===== config.mk =====
export PLATFORM = sky130hd
export DESIGN_NAME = cbsc_div
export DESIGN_NICKNAME = d
export VERILOG_FILES = /design/src/rtl/assert_macros.svh /design/src/rtl/cbsc_div.sv
export SDC_FILE = /design/constraint.sdc
export NUM_CORES = 2
export LEC_CHECK = 0
export BUFFER_PORTS_ARGS = -buffer_cell sky130_fd_sc_hd__buf_2
export CORE_ASPECT_RATIO = 1.25
export CORE_UTILIZATION = 46
export DETAILED_ROUTE_END_ITERATION = 16
export SKIP_LAST_GASP = 1
export SLEW_MARGIN = 20
export SYNTH_ARGS = -nofsm -noshare
export SYNTH_HDL_FRONTEND = slang
export SYNTH_SLANG_ARGS = --single-unit

===== constraint.sdc =====
create_clock -name clock -period 13.85 [get_ports clock]
set_input_delay 0 -clock clock [delete_from_list [all_inputs] [get_ports clock]]
set_output_delay 0 -clock clock [all_outputs]
set_load 0.01 [all_outputs]

===== src/rtl/assert_macros.svh =====
// Assertion macros used by the top level of the Bezier shape classifier.
`ifndef ASSERT_MACROS_SVH
`define ASSERT_MACROS_SVH
`ifndef SYNTHESIS
`define CBSC_ASSERT(label, prop) \
   label: assert property (@(posedge clock) disable iff (reset) prop) \
      else $error("cbsc assertion failed");
`define CBSC_ASSERT_NEVER(label, expr) \
   label: assert property (@(posedge clock) disable iff (reset) !(expr)) \
      else $error("cbsc forbidden condition seen");
`else
`define CBSC_ASSERT(label, prop)
`define CBSC_ASSERT_NEVER(label, expr)
`endif
`endif


===== src/rtl/cbsc_div.sv =====
// Pipelined restoring divider, one quotient bit per stage, for the split parameter.
module cbsc_div #(
   parameter int NUM_BITS  = 35,
   parameter int FRAC_BITS = 16,
   parameter int SIDE_BITS = 8
) (
   input  logic                 clock,
   input  logic                 reset,
   input  logic                 in_valid,
   input  logic [NUM_BITS-1:0]  in_num,
   input  logic [NUM_BITS:0]    in_den,
   input  logic [SIDE_BITS-1:0] in_side,
   output logic                 out_valid,
   output logic [FRAC_BITS-1:0] out_t,
   output logic [SIDE_BITS-1:0] out_side
);
   localparam int RW = NUM_BITS + 1;

   logic                 vld_ff  [FRAC_BITS];
   logic [RW-1:0]        rem_ff  [FRAC_BITS], rem_in [FRAC_BITS], rem_prev [FRAC_BITS];
   logic [RW-1:0]        den_ff  [FRAC_BITS], den_prev [FRAC_BITS];
   logic [FRAC_BITS-1:0] q_ff    [FRAC_BITS], q_in [FRAC_BITS], q_prev [FRAC_BITS];
   logic [SIDE_BITS-1:0] side_ff [FRAC_BITS];
   logic                 guard;

   // a zero divisor or a quotient of one or more yields zero
   assign guard = (in_den == '0) || (RW'(in_num) >= in_den);

   always_comb begin
      logic [RW:0] sh;
      logic        ge;
      for (int i = 0; i < FRAC_BITS; i++) begin
         if (i == 0) begin
            rem_prev[i] = guard ? '0 : RW'(in_num);
            den_prev[i] = guard ? RW'(1) : in_den;
            q_prev[i]   = '0;
         end else begin
            rem_prev[i] = rem_ff[i-1];
            den_prev[i] = den_ff[i-1];
            q_prev[i]   = q_ff[i-1];
         end
         sh        = {rem_prev[i], 1'b0};
         ge        = (sh >= {1'b0, den_prev[i]});
         rem_in[i] = ge ? RW'(sh - {1'b0, den_prev[i]}) : RW'(sh);
         q_in[i]   = {q_prev[i][FRAC_BITS-2:0], ge};
      end
   end

   always_ff @(posedge clock) begin
      for (int i = 0; i < FRAC_BITS; i++) begin
         if (reset) vld_ff[i] <= 1'b0;
         else vld_ff[i] <= (i == 0) ? in_valid : vld_ff[i-1];
         side_ff[i] <= (i == 0) ? in_side : side_ff[i-1];
         rem_ff[i]  <= rem_in[i];
         den_ff[i]  <= den_prev[i];
         q_ff[i]    <= q_in[i];
      end
   end

   assign out_valid = vld_ff[FRAC_BITS-1];
   assign out_t     = q_ff[FRAC_BITS-1];
   assign out_side  = side_ff[FRAC_BITS-1];

endmodule


**After elaboration in Yosys (flattened, before gate mapping)**

Memory sizes are Yosys's and may differ from the RTL's.
Cells that the tools add are included.

- Bits in registers: 0
- RAM bits: 1552
- Input bits: 82
- Output and inout bits: 25
- Word-level logic and storage cells: 93
- Memories kept: 5

- Add/sub/neg operators: 16
- $lt $le $gt $ge: 17
- Mux-type cells: 37
- Bitwise operators: 16
- Reduce and logical (&&, ||, !) cells: 2

Memory list:

| name | depth | bits a word | rd ports | clocked after Yosys merged registers in | wr ports | RTL line | RTL |
|---|---|---|---|---|---|---|---|
| den_ff | 16 | 36 | 15 | 0 | 16 | cbsc_div.sv:21 | `logic [RW-1:0] den_ff [FRAC_BITS], den_prev [FRAC_BITS];` |
| rem_ff | 16 | 36 | 15 | 0 | 16 | cbsc_div.sv:20 | `logic [RW-1:0] rem_ff [FRAC_BITS], rem_in [FRAC_BITS], rem_prev [FRAC_BITS];` |
| q_ff | 16 | 16 | 16 | 0 | 16 | cbsc_div.sv:22 | `logic [FRAC_BITS-1:0] q_ff [FRAC_BITS], q_in [FRAC_BITS], q_prev [FRAC_BITS];` |
| side_ff | 16 | 8 | 16 | 0 | 16 | cbsc_div.sv:23 | `logic [SIDE_BITS-1:0] side_ff [FRAC_BITS];` |
| vld_ff | 16 | 1 | 16 | 0 | 16 | cbsc_div.sv:19 | `logic vld_ff [FRAC_BITS];` |

Operators with widths:

| cell | count |
|---|---|
| 36-bit 2-to-1 mux | 17 |
| 36-bit subtractor | 16 |
| 37-bit by 36-bit greater-or-equal comparator with 1-bit output | 15 |
| 35-bit by 36-bit greater-or-equal comparator with 1-bit output | 1 |
| 36-bit greater-or-equal comparator | 1 |
| 36-bit logical NOT | 1 |
| 35-bit 2-to-1 mux | 1 |
| 1-bit 2-to-1 mux | 19 |
| 1-bit bitwise OR | 16 |
| 1-bit logical OR | 1 |

**Longest topological paths before layout**

- Word-level depth: 5
- Gate-level depth with buffers: 25
- Depth with buffers taken out: 22

**Worst setup path after synthesis**

OpenSTA, ideal clock, no wires.

- Path type: input -> register
- Start: in in_den[33]
- End: mem rem_ff[0][22] (netlist name)
- Library setup time: 0.129 ns
- Arrival: 4.571 ns
- Required time: 13.721 ns
- Setup slack: 9.151 ns
- Cell stages on the path: 23
- Cell sequence: inv_1 -> ha_1 -> a21o_1 -> a21oi_1 -> o21ai_0 -> a221oi_1 -> a21boi_1 -> and2_1 -> clkbuf_1 -> clkbuf_1 -> nand2_1 -> ha_1 -> a21o_1 -> a21oi_1 -> a21boi_0 -> o211ai_1 -> a221oi_2 -> o31a_1 -> a211o_1 -> a21oi_1 -> a211oi_2 -> clkbuf_1 -> o21ai_0

RTL lines:

| what | RTL line | RTL |
|---|---|---|
| start, declared | cbsc_div.sv:11 | `input logic [NUM_BITS:0] in_den,` |
| end, declared | cbsc_div.sv:20 |  |

==> summary.txt <==
Place
  – Placed insts: 9010
  – Place WS: roughly 7.3 ns
  – Port bufs: 106
  – GPL Wtd Cong: 0.969
  – Post-DP HPWL: between 100000 and 150000 µm

Logic synthesis
  – Yosys Warn Count: 0
  – Compound-cell area share of the yosys netlist: 0.189
  – Synth Flop Type: dfxtp_1
  – Synthesized cell area: 64300 µm²
  – Register bit total from synthesis: roughly 1400
  – Post-synthesis mux area share: 0.0184
  – Main combinational cell family by area after synthesis: compound AO/OA/AOI/OAI gates
  – Gate Count Post-Synth: 7206
  – Unique masters post-synth: 95
  – Total nets after synthesis: between 7000 and 8000
  – Adder-cell area share of the yosys netlist: 0.123
  – Synth Area in XOR/XNOR: 0.0598
  – Post-Synth Simple-Gate Area: 0.127
  – Asr flop ratio synth: 0
  – Syn Area/Cell: approximately 8.9 µm²
  – Seq/Total Area, Yosys: 0.424
  – EDFF count, synth: 0

Setup path
  – Worst path slowest cell: dlygate4sd3_1
  – Crit path kind: in2reg
  – R2R Path Start: den_ff[0][75]
  – Startpoint Class: input pin
  – Path depth of the worst reg2reg path: 14
  – Worst Path Required: about 15 ns
  – Top delay family on crit path: compound AO/OA/AOI/OAI gates
  – Worst Path Buf+Inv: 7
  – Crit. End Element: register
  – RR Endpoint: rem_ff[0][115]
  – Worst Path Arrival: approximately 7.3 ns
  – Critical path's largest stage delay: 0.58 ns
  – Crit Path Max Fanout: a little under 70
  – Worst path most repeated cell: buf_4
  – R2r setup slk: ~9.2 ns
  – CP startpoint: in_den[2]

Min path
  – Worst hold endpoint: den_ff[0][2]
  – Hold crit path type: in2reg
  – Hold Crit Depth: 4
  – Worst hold start: in_den[2]

STA
  – Slew @ Worst Pin: between 1 and 1.5 ns
  – Max_slew headroom: 0.257
  – Final period util: 0.482
  – Final setup viols: 0
  – Post-layout worst setup margin: 7.18 ns
  – Setup tns final: 0 ns
  – Hold WS: around 0.064 ns
  – Slew Limit Fails: 0
  – Final Hold Viols: 0
  – Achievable Freq: 150 MHz
  – Minimum clock period: about 6.7 ns
  – RSZ-0062 raised after global routing: no
  – Clock Skews: 0.0225 ns

Final layout
  – Inserted Diodes: 0
  – Share of cells above drive strength 1: 0.0669
  – Finished Layout Cells: ~9400
  – Layout area overhead: 12.8%
  – Final net count: roughly 8100
  – # fillers: 12700

Run status
  – Status: finished, violations left
  – Failing checks: design-rule violations

Global routing
  – Pin count of the biggest net entering global routing: between 70 and 80
  – Total track usage: 0.208
  – Initial antenna violation count: 0
  – GRT Residual Overflow: 0
  – Vias in the first global route: ~50000
  – First-pass GRT wire length: between 200000 and 250000 µm

Floorplan
  – Die Y: 420 µm
  – Io pins: between 100 and 150
  – Chip width: 336 µm
  – Core area: ~140000 µm²
  – Num rows: about 150
  – Starting density of the core: 0.463
  – Die ar.: between 100000 and 150000 µm²

Pwr
  – Worst VDD drop: 0.153 mV
  – Pwr dens: 270 nW/µm²
  – Static Leak: 0.0333 µW

Clock network
  – CTS tree: yes
  – Post-CTS sizing: 0
  – Clock Sink Count: roughly 1400
  – Worst-skew pair later-pin latency: roughly 0.78 ns
  – CTS root buffer: clkbuf_16
  – H-tree depth: 4
  – Clk pin slew, worst setup/hold paths: 0.06 ns
  – CTS Buf Count: 141
  – Max clock buf depth: 3

Detailed routing
  – Via-to-Cell Ratio: 5.20
  – Drt pass-1 iters: 13
  – DR vias: ~49000
  – Initial DRC Count: 2089
  – WL per Instance: 15.7 µm
  – Final wirelength: ~150000 µm
  – Post-route ant nets: 0
  – DRC Markers: 2

Flow run
  – Max-cap violations: 0
synth_stat cells (all sizes together), types with 11 or more instances:
| cell | number | share of area |
|---|---|---|
| o21bai | 68 | 0.0079 |
| a31o | 16 | 0.0022 |
| o211ai | 29 | 0.0035 |
| or3 | 22 | 0.0021 |
| or2 | 22 | 0.0021 |
| nand2 | 663 | 0.039 |
| clkbuf | 132 | 0.0077 |
| mux2i | 14 | 0.0022 |
| nand3b | 13 | 0.0015 |
| mux2 | 92 | 0.016 |
| fa | 15 | 0.0047 |
| ha | 610 | 0.12 |
| o21a | 69 | 0.0081 |
| a211oi | 46 | 0.0055 |
| o41ai | 12 | 0.0018 |
| buf | 58 | 0.0057 |
| and3 | 79 | 0.0077 |
| nand4 | 86 | 0.0084 |
| o21ai | 596 | 0.046 |
| and2 | 22 | 0.0021 |
| nor2b | 101 | 0.0098 |
| nor3 | 85 | 0.0066 |
| a2111oi | 11 | 0.0015 |
| o31ai | 41 | 0.0052 |
| xnor2 | 245 | 0.033 |
| nor4 | 40 | 0.0039 |
| dfxtp | 1360 | 0.42 |
| a21o | 289 | 0.034 |
| nand3 | 115 | 0.0090 |
| nor2 | 382 | 0.022 |
| a211o | 20 | 0.0027 |
| xor2 | 194 | 0.026 |
| a21boi | 24 | 0.0028 |
| inv | 767 | 0.045 |
| nand2b | 83 | 0.0081 |
| a31oi | 50 | 0.0051 |
| o31a | 11 | 0.0015 |
| a21oi | 575 | 0.045 |
through the flow:
step / instance area, µm² / power, µW / util
3_3_place_gp: 66600 / 15600 / 0.480
3_5_place_dp: 66600 / 15800 / 0.480
4_1_cts: 72500 / 19700 / 0.523
2_1_floorplan: 64300 / 13500 / -
6_report: 72500 / 19600 / 0.523
5_1_grt: 72500 / 21200 / 0.523
how the worst max path moves through the flow:
| stage | depth (start not counted) | end | slack, ns |
|---|---|---|---|
| 3_5_place_dp | 25 | rem_ff[0][4] | 7.34 |
| 3_3_place_gp | 25 | rem_ff[0][4] | 7.41 |
| 2_1_floorplan | 23 | rem_ff[0][22] | 9.15 |
| 6_report | 26 | rem_ff[0][12] | 7.18 |
| 4_1_cts | 26 | rem_ff[0][8] | 7.17 |
| 5_1_grt | 26 | rem_ff[0][12] | 6.68 |
metal layers:
| layer | track usage | wire length (µm) |
|---|---|---|
| met1 | 0.175 | 50900 |
| met2 | 0.434 | 82700 |
| met3 | 0.0256 | 3590 |
| met4 | 0.150 | 10500 |
| met5 | 0 | 0 |
cells by family (layout without fill, tap and decap cells):
kind of cell,count (synthesis),after routing
mux,106,106
buf+inv,957,1270
flops,1360,1360
compound gates,1969,1969
fa+ha+maj,625,625
simple gates,1750,1750
xor+xnor,439,439
worst register-to-register path, cell delays in order (launching register included):
cell	delay (ns)
dfxtp_1	0.33
inv_1	0.04
ha_1	0.35
a21oi_1	0.20
nor4b_1	0.39
a21oi_1	0.21
o31ai_2	0.41
a2bb2oi_1	0.36
o21ai_1	0.23
a21o_1	0.23
a21oi_1	0.25
o21a_2	0.48
buf_4	0.47
inv_2	0.25
mux2_2	0.32
report_power, final:
part	switching, µW	internal [µW]	total [µW]
clock network	1540	2260	3800
logic	5750	4240	9990
registers	571	5200	5770
total	7860	11700	19600
timing repair:
item                                   CTS  global route
buffers inserted                         0             0
endpoints found under the hold margin   97             0
hold buffers                           119             0
setup endpoints to repair                0             0
placed cells by master, fill, tap and decap left out, drive strengths merged, types with 92 or more instances in the layout:
master,Yosys,final
o21ai,596,596
nand2,663,663
buf,58,134
xor2,194,194
clkbuf,132,196
mux2,92,92
inv,767,779
a21oi,575,575
nand3,115,115
a21o,289,289
xnor2,245,245
dlygate4sd3,0,119
nor2b,101,101
ha,610,610
nor2,382,382
dfxtp,1360,1360
flip-flops by register name (all words and copies together), names as in the netlist:
signal	flops
den_ff	540
rem_ff	540
q_ff	136
side_ff	128
vld_ff	16
cell type report:
class	count	area [µm²]	area share
clock buffer	196	4080	0.0562
clock inverter	54	666	0.00918
inverter	767	2880	0.0397
multi-input combinational	4889	33400	0.461
sequential	1360	27200	0.375
tap	1860	2330	0.0321
timing repair buffer	253	1930	0.0266
(Power assumes the default switching activity.)
